[src/sv/rfa_pkg.sv]
// Shared types and constants for the image rotate/flip address generator.
// No dependencies; used by every module of the block.
package rfa_pkg;

    localparam int unsigned CFG_W    = 13;   // widest configuration register
    localparam int unsigned DIM_W    = 13;   // width, height and coordinates
    localparam int unsigned PITCH_W  = 15;   // row pitch and x byte offset
    localparam int unsigned ADDR_W   = 26;
    localparam int unsigned PIXEL_W  = 32;
    localparam int unsigned IDX_W    = 2;

    localparam logic [IDX_W-1:0] REG_MODE   = 2'd0;
    localparam logic [IDX_W-1:0] REG_WIDTH  = 2'd1;
    localparam logic [IDX_W-1:0] REG_HEIGHT = 2'd2;
    localparam logic [IDX_W-1:0] REG_BPP    = 2'd3;

    localparam logic [2:0] MODE_ROT90CW   = 3'd0;
    localparam logic [2:0] MODE_ROT90CCW  = 3'd1;
    localparam logic [2:0] MODE_ROT180    = 3'd2;
    localparam logic [2:0] MODE_HFLIP     = 3'd3;
    localparam logic [2:0] MODE_VFLIP     = 3'd4;
    localparam logic [2:0] MODE_TRANSPOSE = 3'd5;
    localparam logic [2:0] MODE_ANTIDIAG  = 3'd6;

    typedef struct packed {
        logic [2:0]       mode;
        logic [DIM_W-1:0] src_width;
        logic [DIM_W-1:0] src_height;
        logic [2:0]       bytes_per_pixel;
    } t_cfg;

    typedef struct packed {
        logic [DIM_W-1:0]   dest_y;
        logic [PITCH_W-1:0] pitch;
        logic [PITCH_W-1:0] dx_bytes;
        logic [PIXEL_W-1:0] pixel;
        logic               last;
    } t_stage;

endpackage

[src/sv/rfa_coord.sv]
// Source column/row counters and transform stage: dest coordinates and pitch.
// Depends on rfa_pkg.
module rfa_coord #(
    parameter int unsigned MAX_WIDTH  = 4096,
    parameter int unsigned MAX_HEIGHT = 4096
) (
    input  logic                         i_clk,
    input  logic                         i_rst_n,
    input  rfa_pkg::t_cfg                i_cfg,
    input  logic                         i_valid,
    output logic                         o_ready,
    input  logic [rfa_pkg::PIXEL_W-1:0]  i_pixel,
    output logic                         o_valid,
    input  logic                         i_ready,
    output rfa_pkg::t_stage              o_stage
);

    localparam int unsigned DW    = rfa_pkg::DIM_W;
    localparam int unsigned DMAX  = (1 << DW) - 1;
    localparam int unsigned CNT_X_W = (MAX_WIDTH > DMAX) ? DW :
                                      ((MAX_WIDTH > 1) ? $clog2(MAX_WIDTH) : 1);
    localparam int unsigned CNT_Y_W = (MAX_HEIGHT > DMAX) ? DW :
                                      ((MAX_HEIGHT > 1) ? $clog2(MAX_HEIGHT) : 1);
    localparam logic [DW-1:0] LIM_W = (MAX_WIDTH > DMAX)  ? DW'(DMAX) : DW'(MAX_WIDTH);
    localparam logic [DW-1:0] LIM_H = (MAX_HEIGHT > DMAX) ? DW'(DMAX) : DW'(MAX_HEIGHT);

    function automatic logic [rfa_pkg::PITCH_W-1:0] mul_bpp(
        input logic [DW-1:0] v,
        input logic [2:0]    bpp
    );
        logic [rfa_pkg::PITCH_W-1:0] ve;
        logic [rfa_pkg::PITCH_W-1:0] res;
        ve = rfa_pkg::PITCH_W'(v);
        unique case (bpp)
            3'd1:    res = ve;
            3'd2:    res = ve << 1;
            3'd3:    res = ve + (ve << 1);
            default: res = ve << 2;
        endcase
        return res;
    endfunction

    logic [CNT_X_W-1:0] r_col, n_col;
    logic [CNT_Y_W-1:0] r_row, n_row;
    logic               r_valid;
    rfa_pkg::t_stage    r_stage, n_stage;

    logic [DW-1:0] w, h, w_m1, h_m1, x, y, xr, yr, dx, dy, dw;
    logic [2:0]    bpp;
    logic          restart, accept, end_col, end_row;
    logic [rfa_pkg::PITCH_W-1:0] row_bytes;

    always_comb begin
        priority if (i_cfg.src_width == '0) begin
            w = DW'(1);
        end else if (i_cfg.src_width > LIM_W) begin
            w = LIM_W;
        end else begin
            w = i_cfg.src_width;
        end
        priority if (i_cfg.src_height == '0) begin
            h = DW'(1);
        end else if (i_cfg.src_height > LIM_H) begin
            h = LIM_H;
        end else begin
            h = i_cfg.src_height;
        end
        priority if (i_cfg.bytes_per_pixel == 3'd0) begin
            bpp = 3'd1;
        end else if (i_cfg.bytes_per_pixel > 3'd4) begin
            bpp = 3'd4;
        end else begin
            bpp = i_cfg.bytes_per_pixel;
        end

        w_m1    = w - DW'(1);
        h_m1    = h - DW'(1);
        restart = (DW'(r_col) >= w) || (DW'(r_row) >= h);
        x       = restart ? '0 : DW'(r_col);
        y       = restart ? '0 : DW'(r_row);
        xr      = w_m1 - x;
        yr      = h_m1 - y;
        end_col = (x == w_m1);
        end_row = (y == h_m1);

        unique case (i_cfg.mode)
            rfa_pkg::MODE_ROT90CW:   begin dx = yr; dy = x;  dw = h; end
            rfa_pkg::MODE_ROT90CCW:  begin dx = y;  dy = xr; dw = h; end
            rfa_pkg::MODE_ROT180:    begin dx = xr; dy = yr; dw = w; end
            rfa_pkg::MODE_HFLIP:     begin dx = xr; dy = y;  dw = w; end
            rfa_pkg::MODE_VFLIP:     begin dx = x;  dy = yr; dw = w; end
            rfa_pkg::MODE_TRANSPOSE: begin dx = y;  dy = x;  dw = h; end
            rfa_pkg::MODE_ANTIDIAG:  begin dx = yr; dy = xr; dw = h; end
            default:                 begin dx = x;  dy = y;  dw = w; end
        endcase

        // pitch rounds the row up to a 4-byte multiple
        row_bytes = mul_bpp(dw, bpp);

        n_stage.dest_y   = dy;
        n_stage.pitch    = (row_bytes + rfa_pkg::PITCH_W'(3)) & ~rfa_pkg::PITCH_W'(3);
        n_stage.dx_bytes = mul_bpp(dx, bpp);
        n_stage.pixel    = i_pixel;
        n_stage.last     = end_col && end_row;

        n_col = end_col ? '0 : CNT_X_W'(x + DW'(1));
        n_row = end_col ? (end_row ? '0 : CNT_Y_W'(y + DW'(1))) : CNT_Y_W'(y);
    end

    assign o_ready = !r_valid || i_ready;
    assign accept  = i_valid && o_ready;

    always_ff @(posedge i_clk) begin
        if (!i_rst_n) begin
            r_col   <= '0;
            r_row   <= '0;
            r_valid <= 1'b0;
        end else begin
            if (accept) begin
                r_col <= n_col;
                r_row <= n_row;
            end
            if (o_ready) begin
                r_valid <= i_valid;
            end
        end
    end

    always_ff @(posedge i_clk) begin
        if (accept) begin
            r_stage <= n_stage;
        end
    end

    assign o_valid = r_valid;
    assign o_stage = r_stage;

endmodule

[src/sv/rfa_addr.sv]
// Address stage: dest_y * pitch + x byte offset into the output register.
// Depends on rfa_pkg.
module rfa_addr (
    input  logic                         i_clk,
    input  logic                         i_rst_n,
    input  logic                         i_valid,
    output logic                         o_ready,
    input  rfa_pkg::t_stage              i_stage,
    output logic                         o_valid,
    input  logic                         i_ready,
    output logic [rfa_pkg::ADDR_W-1:0]   o_addr,
    output logic [rfa_pkg::PIXEL_W-1:0]  o_pixel,
    output logic                         o_last
);

    localparam int unsigned PW = rfa_pkg::DIM_W + rfa_pkg::PITCH_W;

    logic [PW-1:0]                row_off;
    logic [rfa_pkg::ADDR_W-1:0]   n_addr;
    logic [rfa_pkg::ADDR_W-1:0]   r_addr;
    logic [rfa_pkg::PIXEL_W-1:0]  r_pixel;
    logic                         r_last;
    logic                         r_valid;

    assign row_off = PW'(i_stage.dest_y) * PW'(i_stage.pitch);
    assign n_addr  = row_off[rfa_pkg::ADDR_W-1:0] + rfa_pkg::ADDR_W'(i_stage.dx_bytes);
    assign o_ready = !r_valid || i_ready;

    always_ff @(posedge i_clk) begin
        if (!i_rst_n) begin
            r_valid <= 1'b0;
        end else if (o_ready) begin
            r_valid <= i_valid;
        end
    end

    always_ff @(posedge i_clk) begin
        if (o_ready && i_valid) begin
            r_addr  <= n_addr;
            r_pixel <= i_stage.pixel;
            r_last  <= i_stage.last;
        end
    end

    assign o_valid = r_valid;
    assign o_addr  = r_addr;
    assign o_pixel = r_pixel;
    assign o_last  = r_last;

endmodule

[src/sv/image_rotate_flip_address_gen_unit.sv]
// Image rotate/flip address generator: takes source pixels in raster order, counts
// column and row itself, and gives each pixel's byte offset in the padded
// destination buffer of the configured rotation, flip or transpose. One pixel is
// accepted per clock while the output is not back-pressured; a pixel's result passes
// the transform register, then the multiply-add output register, and both stages
// stall in place on back-pressure. Destination pitch is the destination width
// times bytes per pixel rounded up to four bytes; addresses wrap at 2^26.
// The user must write configuration only while no pixels are in flight; the
// block itself does not enforce it. Depends on rfa_pkg, rfa_coord and rfa_addr.
module image_rotate_flip_address_gen_unit #(
    parameter int unsigned MAX_WIDTH  = 4096,
    parameter int unsigned MAX_HEIGHT = 4096
) (
    input  logic                         i_clk,
    input  logic                         i_rst_n,
    input  logic                         i_cfg_we,
    input  logic [rfa_pkg::IDX_W-1:0]    i_cfg_index,
    input  logic [rfa_pkg::CFG_W-1:0]    i_cfg_data,
    input  logic                         i_s_tvalid,
    output logic                         o_s_tready,
    input  logic [31:0]                  i_s_tdata,   // [31:0] pixel_in
    output logic                         o_m_tvalid,
    input  logic                         i_m_tready,
    output logic [63:0]                  o_m_tdata,   // [25:0] dest_address, [57:26] pixel_out
    output logic                         o_m_tlast    // last_pixel
);

    rfa_pkg::t_cfg   r_cfg;
    rfa_pkg::t_stage stage;
    logic            stage_valid, stage_ready;
    logic [rfa_pkg::ADDR_W-1:0]  addr;
    logic [rfa_pkg::PIXEL_W-1:0] pixel;

    always_ff @(posedge i_clk) begin
        if (!i_rst_n) begin
            r_cfg.mode            <= rfa_pkg::MODE_ROT90CW;
            r_cfg.src_width       <= rfa_pkg::DIM_W'(1);
            r_cfg.src_height      <= rfa_pkg::DIM_W'(1);
            r_cfg.bytes_per_pixel <= 3'd3;
        end else if (i_cfg_we) begin
            unique case (i_cfg_index)
                rfa_pkg::REG_MODE:   r_cfg.mode            <= i_cfg_data[2:0];
                rfa_pkg::REG_WIDTH:  r_cfg.src_width       <= i_cfg_data;
                rfa_pkg::REG_HEIGHT: r_cfg.src_height      <= i_cfg_data;
                default:             r_cfg.bytes_per_pixel <= i_cfg_data[2:0];
            endcase
        end
    end

    rfa_coord #(
        .MAX_WIDTH  (MAX_WIDTH),
        .MAX_HEIGHT (MAX_HEIGHT)
    ) u_coord (
        .i_clk   (i_clk),
        .i_rst_n (i_rst_n),
        .i_cfg   (r_cfg),
        .i_valid (i_s_tvalid),
        .o_ready (o_s_tready),
        .i_pixel (i_s_tdata),
        .o_valid (stage_valid),
        .i_ready (stage_ready),
        .o_stage (stage)
    );

    rfa_addr u_addr (
        .i_clk   (i_clk),
        .i_rst_n (i_rst_n),
        .i_valid (stage_valid),
        .o_ready (stage_ready),
        .i_stage (stage),
        .o_valid (o_m_tvalid),
        .i_ready (i_m_tready),
        .o_addr  (addr),
        .o_pixel (pixel),
        .o_last  (o_m_tlast)
    );

    assign o_m_tdata = {6'd0, pixel, addr};

    // input stalls only when both stages are full
    assert property (@(posedge i_clk) disable iff (!i_rst_n)
        !o_s_tready |-> (stage_valid && o_m_tvalid))
        else $error("input stalled with a free stage");

    assert property (@(posedge i_clk) disable iff (!i_rst_n)
        (i_s_tvalid && o_s_tready) |=> stage_valid)
        else $error("accepted item missing from transform stage");

    assert property (@(posedge i_clk) disable iff (!i_rst_n)
        (stage_valid && !stage_ready) |=> (stage_valid && $stable(stage)))
        else $error("transform stage changed while stalled");

    assert property (@(posedge i_clk) disable iff (!i_rst_n)
        (stage_valid && stage_ready) |=> o_m_tvalid)
        else $error("item lost between stages");

endmodule
[config.mk]
export PLATFORM = sky130hd
export DESIGN_NAME = image_rotate_flip_address_gen_unit
export DESIGN_NICKNAME = d
export VERILOG_FILES = /design/src/sv/rfa_pkg.sv /design/src/sv/rfa_coord.sv /design/src/sv/rfa_addr.sv /design/src/sv/image_rotate_flip_address_gen_unit.sv
export SDC_FILE = /design/constraint.sdc
export NUM_CORES = 1
export LEC_CHECK = 0
export BUFFER_PORTS_ARGS = -buffer_cell sky130_fd_sc_hd__buf_2
export CORE_MARGIN = 4
export CORE_UTILIZATION = 51
export DETAILED_ROUTE_END_ITERATION = 10
export PLACE_DENSITY = 0.69
export SYNTH_ARGS = -nofsm -noshare
export SYNTH_HDL_FRONTEND = slang
export SYNTH_SLANG_ARGS = --single-unit
export TNS_END_PERCENT = 5
[constraint.sdc]
create_clock -name i_clk -period 8 [get_ports i_clk]
set_clock_uncertainty 0.1 [all_clocks]
set_input_delay 0.8 -clock i_clk [delete_from_list [all_inputs] [get_ports i_clk]]
set_output_delay 0.8 -clock i_clk [all_outputs]
set_load 0.03 [all_outputs]
Yosys cells after proc, flatten, opt, wreduce, memory -nomap -nowiden --
Cells that the tools add are included.
Storage, ports and cells: output and inout port bits 67, word-level logic and storage cells 87, input port bits 52, flip-flop bits (word level) 191
Cells by class: multiplexer cells 16, eq/ne operators 13, bitwise gates (word level) 1, reductions and logical operators 25, $lt $le $gt $ge 5, add/sub/neg operators 10, multiply operators 1
Operators with widths (number):
- 15-bit one-hot mux with 3 select lines | 2
- 13-bit one-hot mux with 3 select lines | 2
- 13-bit two-way mux | 5
- 12-bit two-way mux | 5
- 13-bit by 14-bit adder with 15-bit output | 2
- 26-bit by 15-bit adder with 26-bit output | 1
- 13-bit equality test | 2
- 12-bit by 13-bit greater-or-equal comparator with 1-bit output | 2
- 13-bit > comparator (second input constant) | 2
- 13-bit logical NOT | 2
- 13-bit by 1-bit subtractor with 13-bit output (second input constant) | 2
- 13-bit subtractor | 2
- 12-bit by 1-bit adder with 12-bit output (second input constant) | 2
- 13-bit by 13-bit multiplier with 24-bit output | 1
- 15-bit by 2-bit adder with 15-bit output (second input constant) | 1
- 3-bit by 2-bit equality test with 1-bit output (second input constant) | 4
- 2-bit OR reduction | 6
- 3-bit equality test (second input constant) | 3
- 2-bit AND reduction | 4
- 3-bit by 1-bit equality test with 1-bit output (second input constant) | 2
- 3-bit logical NOT | 2
- 3-bit two-way mux | 2
- 4-bit OR reduction | 1
- 3-bit > comparator (second input constant) | 1
- 8 further kinds | 13

Logic depth before layout (Yosys ltp) --
Gate-level depths: netlist (run 1).
depth in word-level cells 10, gate-level depth with buffers 34, depth with buffers taken out 30

Hierarchy --
A second synthesis (run 1) with hierarchy kept.
Second synthesis, totals: cells, all modules 2191, area, all modules 19693.9 um^2
By module, submodules not included:
- rfa_coord | area each 9696.8 um^2, instances 1, cells each 1194, sequential area each 2722.6 um^2
- rfa_addr | area each 8700.8 um^2, instances 1, cells each 866, sequential area each 1791.7 um^2
- image_rotate_flip_address_gen_unit | area each 1296.2 um^2, instances 1, cells each 131, sequential area each 640.6 um^2

Worst setup path before layout (run 1) --
No wires, ideal clock.
kind reg-to-reg, start point register r_cfg[8] (netlist bit), end point register u_coord.r_stage (netlist bit u_coord.o_stage[46]), data pin, clock period less this slack 7.345 ns, slack 0.655 ns, path buffers 4, library setup time 0.256 ns, data required time 7.644 ns, arrival time 6.988 ns, cell stages (with the launch flop) 31, path through dfxtp_1 -> or4_4 -> or3_4 -> o22ai_2 -> ha_1 -> nor2b_1 -> o21ai_0 -> a211o_1 -> a311o_1 -> nor2_1 -> buf_2 -> buf_2 -> buf_2 -> nand2_1 -> ha_1 -> clkbuf_1 -> a311oi_1 -> or2_2 -> a31o_2 -> a22oi_1 -> nor4_1 -> o32a_1 -> ha_1 -> or2_2 -> a21oi_1 -> a21oi_1 -> a31o_2 -> a211oi_1 -> nor2_1 -> xor2_1 -> a22o_1
RTL lines:
- start: declaration | line image_rotate_flip_address_gen_unit.sv:28 | rfa_pkg::t_cfg r_cfg;
- end signal: assignment | line rfa_coord.sv:131 | r_stage <= n_stage;
- end: declaration | line rfa_coord.sv:46 | rfa_pkg::t_stage r_stage, n_stage;

==> key figures, run 1 <==
Clock tree
  • TritonCTS Sinks: between 150 and 200
  • Later-pin clock latency in the skew report: 450 ps
  • Clock buffer depth: 2
  • Post-CTS sizing: 0
  • CTS buffer count: 17
  • Post CTS Setup Buffer Count: 0
  • # H-tree levels: 4
  • Clk root buf: clkbuf_16
  • TritonCTS clock tree: built
  • CTS clk-pin slew, worst paths: about 80 ps
  • Hold buffer count at CTS: 0

Synthesis
  • Post-synth ARST share: 0%
  • Post-synthesis sequential area ratio: between 20% and 30%
  • Yosys warnings: 0
  • Synthesized flop and latch total: about 190
  • Post-synthesis instance total: 2090
  • Post-synth EDFFs: between 100 and 150
  • Synth Flop Type: edfxtp_1
  • Synthesized cell area: 0.0185 mm^2
  • Post-synth cell types: 102
  • Syn_area_per_cell: just under 9 um^2

Power
  • Switching Share: between 40% and 50%
  • Clock Power Share: between 10% and 20%
  • P_sw: 3.17 mW
  • Reg power frac: 21.6%
  • P per Cell Area: 338 mW/mm^2
  • Maximum vdd drop: a little over 0.3 mV
  • Pleak: 8.86 nW
  • Logic pwr share: approximately two thirds
  • Pint: about 3.7 mW

Timing
  • Unrepaired setup endpoints after global routing: false
  • Hold WS: 313 ps
  • Fin. Hold Viols: 0
  • Period utilization: a little over nine tenths
  • Final TNS setup: 0 ps
  • Worst-Margin Slew: between 900 and 1000 ps
  • Slew Limit Fails: 0
  • Max Clk Rate: ~130 MHz
  • Minimum clock period: ~7600 ps
  • Slew headroom: about a third
  • Setup violations, final: 0

Setup path
  • Max stage delay on crit path: around 560 ps
  • Worst Setup End Kind: register
  • Crit path kind: reg2reg
  • R2R depth: 28
  • Critical Path AT: around 7600 ps
  • Worst EP required: roughly 8000 ps
  • Slowest-stage cell, CP: or4_4
  • Crit path launch type: register
  • Crit Path Max Fanout: 33

Final layout
  • ANT cells: 0
  • Final Net Count: between 2000 and 2500
  • Cell Count, Final, Fillers Out: around 2600
  • Multi-input combinational cell area: ~0.012 mm^2
  • Area grow syn2layout: 8.78%
  • Most frequent cells in the layout: nand2_1, inv_1, ha_1, nor2_1, edfxtp_1
  • Most common cell after layout, fill and taps aside: nand2_1
  • Layout Utilization: between 50% and 60%
  • Area taken by flip-flops and latches: ~0.0052 mm^2
  • # fillers: roughly 3200
  • Ratio of cells with drive above 1 in the final layout: between 10% and 20%

Global route
  • Initial antenna violation count: 0
  • Grt ovf: 0
  • Vias in the first global route: 15539
  • Largest net degree at the start of global routing: 60
  • Tot GR Track Use: between 20% and 30%
  • First-pass GRT wire length: about 85000 um

Place
  • Routability congestion estimate: around 1
  • Post-DP HPWL: between 40000 and 50000 um
  • Dpl cells: ~2600
  • # port buffers: about 110

Floorplan
  • Rows: 69
  • I/O pins: around 120
  • Die Ht: 199 um
  • Die width: around 200 um
  • Starting density of the core: 51.9%
  • Die area: a little under 0.04 mm^2
  • Area of the core: about 0.036 mm^2

Detailed routing
  • Final ANT Viol Nets: 0
  • Initial DRC count: around 1500
  • Via density: 6.03
  • Via count: about 16000
  • Routed len/inst: between 20 and 25 um
  • Pre-antenna DRT Iters: 6
  • Remaining DRCs: 0
  • DRT Wirelength: approximately 54000 um

Min path
  • Hold path depth: 0
  • Hold Crit Class: reg2reg

Outcome
  • Status: finished, final reports clean

Run
  • Max Cap Viol: 0
==> Yosys cell counts, types with 6 or more instances <==
cell type | instances | share of area, %
a21oi_1 | 118 | 3.2
inv_1 | 184 | 3.7
nor3_1 | 38 | 1.0
buf_4 | 8 | 0.32
nand3_1 | 47 | 1.3
or3_1 | 12 | 0.41
clkbuf_1 | 72 | 1.5
o21a_1 | 18 | 0.73
o21ai_1 | 7 | 0.19
o31a_1 | 6 | 0.28
a211o_1 | 6 | 0.28
nand3b_1 | 13 | 0.53
a21o_1 | 28 | 1.1
nor2b_1 | 26 | 0.88
and4_1 | 6 | 0.28
xor2_1 | 34 | 1.6
a22oi_1 | 17 | 0.69
nor4_1 | 9 | 0.30
o22ai_1 | 12 | 0.41
o211ai_1 | 16 | 0.65
or2_2 | 6 | 0.20
nand2b_1 | 20 | 0.68
nand4_1 | 15 | 0.51
a31oi_1 | 15 | 0.51
o31ai_1 | 8 | 0.32
buf_2 | 9 | 0.24
a221oi_1 | 9 | 0.43
or4_1 | 9 | 0.36
xnor2_1 | 66 | 3.1
mux2i_1 | 17 | 0.92
a211oi_1 | 13 | 0.53
dfxtp_1 | 58 | 6.3
nand2_1 | 311 | 6.3
and3_1 | 9 | 0.30
ha_1 | 152 | 10
nor2_1 | 136 | 2.8
o221ai_1 | 8 | 0.38
and2_1 | 61 | 2.1
o21bai_1 | 10 | 0.41
fa_1 | 125 | 14
o21ai_0 | 103 | 2.8
edfxtp_1 | 133 | 22
a311oi_1 | 11 | 0.52
==> final cells by class <==
type | instances | area share (%)
Multi-Input combinational cell | 1621 | 61.0
Sequential cell | 191 | 25.6
Timing Repair Buffer | 145 | 4.07
Inverter | 190 | 3.54
Tap cell | 461 | 2.86
Clock buffer | 17 | 2.11
Clock inverter | 15 | 0.813
==> state kept, by name (all words and copies together) (netlist names) <==
name and cells:
u_addr.o_addr 26, u_addr.o_pixel 32, u_coord.r_col 12, u_addr.o_last 1, u_coord.o_stage 74, u_addr.o_valid 1, r_cfg 32, u_coord.r_row 12
u_coord.o_valid 1
==> power by group through the flow <==
stage                     registers (mW)  logic [mW]  clock network (mW)
after floorplan                     1.56        3.27                   0
after global placement              1.49        4.31                   0
after detailed placement            1.49        4.43                   0
after CTS                           1.47        4.46               0.881
after global routing                1.49        4.98               0.926
final                               1.47        4.48               0.867
==> final timing paths <==
path | start | to | slack (ps)
max | r_cfg[8] | u_coord.o_stage[46] | 450
min | u_coord.o_stage[27] | u_addr.o_pixel[26] | 310
max reg2reg | r_cfg[8] | u_coord.o_stage[46] | 450
min reg2reg | u_coord.o_stage[27] | u_addr.o_pixel[26] | 310
==> worst max-delay path, delay by kind of cell (launching register included) <==
family / cells / cell delay (ps)
adders and majority gates: 3 / 960
and+or+nand+nor: 10 / 1980
buffers and inverters: 1 / 220
DFF: 1 / 360
xor gates and xnor gates: 2 / 540
AOI/OAI and AO/OA: 12 / 3140
==> cell families (layout without fill, tap and decap cells) <==
family | Yosys count | count (layout) | share of synthesized area [%]
adders and majority gates | 277 | 277 | 23.8
AOI/OAI and AO/OA | 464 | 464 | 16.5
other | 1 | 6 | 0.0202
and+or+nand+nor | 748 | 748 | 19.6
xor gates and xnor gates | 103 | 103 | 5.08
muxes | 23 | 23 | 1.30
DFF | 191 | 191 | 27.8
buffers and inverters | 283 | 367 | 5.95
==> through the flow <==
stage / cell area (um^2) / total power, mW / setup slack [ps]
final: 20200 / 6.82 / 449
after floorplan: 18600 / 4.83 / 655
after global routing: 20200 / 7.39 / 110
after CTS: 20200 / 6.81 / 533
after detailed placement: 19600 / 5.92 / 588
after global placement: 19600 / 5.79 / 675
==> metal layers <==
layer,GRT usage (%),vias up,part of all wire (%)
met5,0,-,0
met1,35.9,7754,42
li1,-,7469,-
met4,10.6,0,4.1
met3,3.91,119,6.1
met2,46.8,590,48
Power figures use the tool's default switching activity.
==> inputs of run 2 (changes only) <==
Settings changed: CORE_UTILIZATION 51 to 43, PLACE_DENSITY 0.69 to unset.
Clock period 8 ns to 9.3 ns, I/O delays scaled along.
==> run 2 against run 1 <==
Compared with the run above:
- power is 15% lower
- count of clock-buffer cells in the layout is the same
- non-clock buffer count decreased by 19
- die area increased by 18%
- sequential cell count is the same
- via count fell by 1.5%
- first-iteration DRC count down 21%
- worst setup slack better by 480 ps
- critical path depth fell by 1
- critical endpoint unchanged
- combinational power shrank 17%
- sequential power shrank 14%
- final cell count rose by 3.7%
==> key figures, run 2 (synthesis gave the netlist of run 1 again) <==
Outcome
  • Status: finished, final reports clean

Timing
  • Slew Limit Fails: 0 (unchanged)
  • Setup violations, final: 0 (unchanged)
  • Worst-Margin Slew: 1090 ps (+111 ps)
  • Max Clk Rate: 120 MHz (-9.8%)
  • Minimum clock period: 8370 ps (+816 ps)
  • Fin. Hold Viols: 0 (unchanged)
  • Slew headroom: 26.5% (-7.5 points)
  • Period utilization: 90.0% (-4.4 points)
  • Unrepaired setup endpoints after global routing: false
  • Setup WS post-layout: 933 ps (+484 ps)
  • Final TNS setup: 0 ps (unchanged)

Power
  • Clock Power Share: 13.9% (+1.2 points)
  • Switching Share: 46.6% (+0.16 points)
  • Reg power frac: 21.8% (+0.2 points)
  • Pleak: 8.79 nW (-0.79%)
  • Pint: 3.11 mW (-15%)
  • P per Cell Area: 288 mW/mm^2 (-15%)
  • Maximum vdd drop: 0.298 mV (-1.3%)
  • Logic pwr share: 64.3% (-1.4 points)
  • P_sw: 2.71 mW (-14%)

Global route
  • Vias in the first global route: 15487 (-0.33%)
  • Largest net degree at the start of global routing: 70 (+17%)
  • First-pass GRT wire length: 87400 um (+2.3%)
  • Initial antenna violation count: 0 (unchanged)
  • Tot GR Track Use: 23.9% (-3.7 points)
  • Grt ovf: 0 (unchanged)

Clock tree
  • Post CTS Setup Buffer Count: 0 (unchanged)
  • TritonCTS clock tree: built
  • Clock buffer depth: 2 (unchanged)
  • Clk root buf: clkbuf_16
  • Hold buffer count at CTS: 0 (unchanged)
  • CTS clk-pin slew, worst paths: 100 ps (+20 ps)
  • Post-CTS sizing: 0 (unchanged)
  • Later-pin clock latency in the skew report: 500 ps (+50 ps)
  • CTS buffer count: 17 (unchanged)
  • TritonCTS Sinks: 191 (unchanged)
  • # H-tree levels: 4 (unchanged)

Detailed routing
  • Initial DRC count: 1154 (-21%)
  • Remaining DRCs: 0 (unchanged)
  • Via count: 15687 (-1.5%)
  • Routed len/inst: 20.2 um (-1.6%)
  • Via density: 5.73 (-5.0%)
  • Pre-antenna DRT Iters: 8 (+2)
  • Final ANT Viol Nets: 0 (unchanged)
  • DRT Wirelength: 55300 um (+2.0%)

Floorplan
  • Die width: 216 um (+8.5%)
  • Area of the core: 0.0423 mm^2 (+18%)
  • Starting density of the core: 43.8% (-8.1 points)
  • Die area: 0.0465 mm^2 (+18%)
  • I/O pins: 119 (unchanged)
  • Rows: 75 (+8.7%)
  • Die Ht: 216 um (+8.5%)

Setup path
  • Crit path kind: reg2reg
  • Crit Path Max Fanout: 21 (-36%)
  • Critical Path AT: 8540 ps (+900 ps)
  • R2R depth: 27 (-3.6%)
  • Worst Setup End Kind: register
  • Crit path launch type: register
  • Worst EP required: 9470 ps (+1380 ps)

Place
  • # port buffers: 112 (unchanged)
  • Dpl cells: 2705 (+3.7%)
  • Placed cell area: 0.0196 mm^2 (about the same)
  • Routability congestion estimate: 0.957 (-4.7%)
  • Pre-CTS setup slack: 1090 ps (+505 ps)
  • Post-DP HPWL: 43800 um (+1.4%)

Final layout
  • Multi-input combinational cell area: 0.0123 mm^2 (unchanged)
  • Final Net Count: 2476 (-0.76%)
  • Area taken by flip-flops and latches: 0.00515 mm^2 (unchanged)
  • Most frequent cells in the layout: nand2_1, inv_1, ha_1, nor2_1, edfxtp_1
  • ANT cells: 0 (unchanged)
  • Max reg flops: 74 (unchanged)
  • Cell Count, Final, Fillers Out: 2737 (+3.7%)
  • # fillers: 4063 (+26%)
  • Layout Utilization: 47.7% (-8.7 points)
  • Post-route cell area: 0.0202 mm^2 (+0.16%)
  • Ratio of cells with drive above 1 in the final layout: 9.72% (-0.74 points)
  • Most common cell after layout, fill and taps aside: nand2_1
  • Area grow syn2layout: 8.94%

Run
  • Max Cap Viol: 0 (unchanged)

Min path
  • Hold Crit Class: reg2reg
  • Hold path depth: 0 (unchanged)
run 2: cell types whose count changed in the layout (fill, tap and decap cells not counted):
| cell | delta |
|---|---|
| inv_12 | +4 |
| inv_8 | +2 |
| inv_16 | +1 |
| clkinv_1 | -1 |
| inv_6 | -2 |
| buf_12 | -1 |
| clkinv_8 | -2 |
| clkinvlp_4 | -1 |
| clkinv_2 | -1 |
| buf_4 | -18 |
run 2: layer usage:
| metal | part of all wire, % | track usage [%] | routed length [um] | up-vias |
|---|---|---|---|---|
| met3 | 5.2 | 3.64 | 2890 | 97 |
| met4 | 3.2 | 9.10 | 1780 | 0 |
| li1 | - | - | - | 7437 |
| met5 | 0 | 0 | 0 | - |
| met1 | 44 | 31.6 | 24500 | 7672 |
| met2 | 47 | 39.7 | 26100 | 481 |
run 2: path summary, 6_finish.rpt:
path / from / slack (ps) / endpoint
setup reg to reg: r_cfg[9] / 930 / u_coord.o_stage[46]
setup / recovery: r_cfg[9] / 930 / u_coord.o_stage[46]
hold / removal: u_coord.o_stage[34] / 310 / u_addr.o_addr[1]
hold reg to reg: u_coord.o_stage[34] / 310 / u_addr.o_addr[1]
run 2: critical path: stages (launching register included):
cell and delay, ps:
dfxtp_1 380, or4_4 550, or3_4 360, o22ai_2 240
ha_1 290, nor2b_1 110, o21ai_0 100, a211o_1 330
a311o_1 430, nor2_2 820, nand2_1 290, ha_1 450
nor2b_1 210, o21a_1 130, nor2_1 40, xnor2_1 300
a2111oi_0 160, a221oi_1 860, ha_1 390, a21oi_1 210
nor2b_1 70, o21ai_0 220, a21oi_1 150, a31o_2 290
a211oi_1 230, nor2_1 80, xor2_1 140, a22o_1 200
run 2: cell type report:
cell class              count  area share (%)
well taps                 577            3.58
flip-flops and latches    191            25.5
clock buffers              17            2.11
clock inverters            15            1.02
repair buffers            126            3.30
multi-input cells        1621            60.9
inverters                 190            3.54
run 2: stage by stage:
| step | power, mW | hold WS [ps] |
|---|---|---|
| after floorplan | 4.16 | 300 |
| final | 5.82 | 314 |
| after detailed placement | 5.02 | 305 |
| after global routing | 6.39 | 326 |
| after global placement | 4.94 | 300 |
| after CTS | 5.86 | 319 |
run 2: power by group through the flow:
stage | sequential [mW] | combinational [mW] | clock (mW)
2_1_floorplan | 1.34 | 2.81 | 0
3_3_place_gp | 1.29 | 3.66 | 0
3_5_place_dp | 1.29 | 3.73 | 0
4_1_cts | 1.27 | 3.76 | 0.837
5_1_grt | 1.28 | 4.24 | 0.870
6_report | 1.27 | 3.74 | 0.810
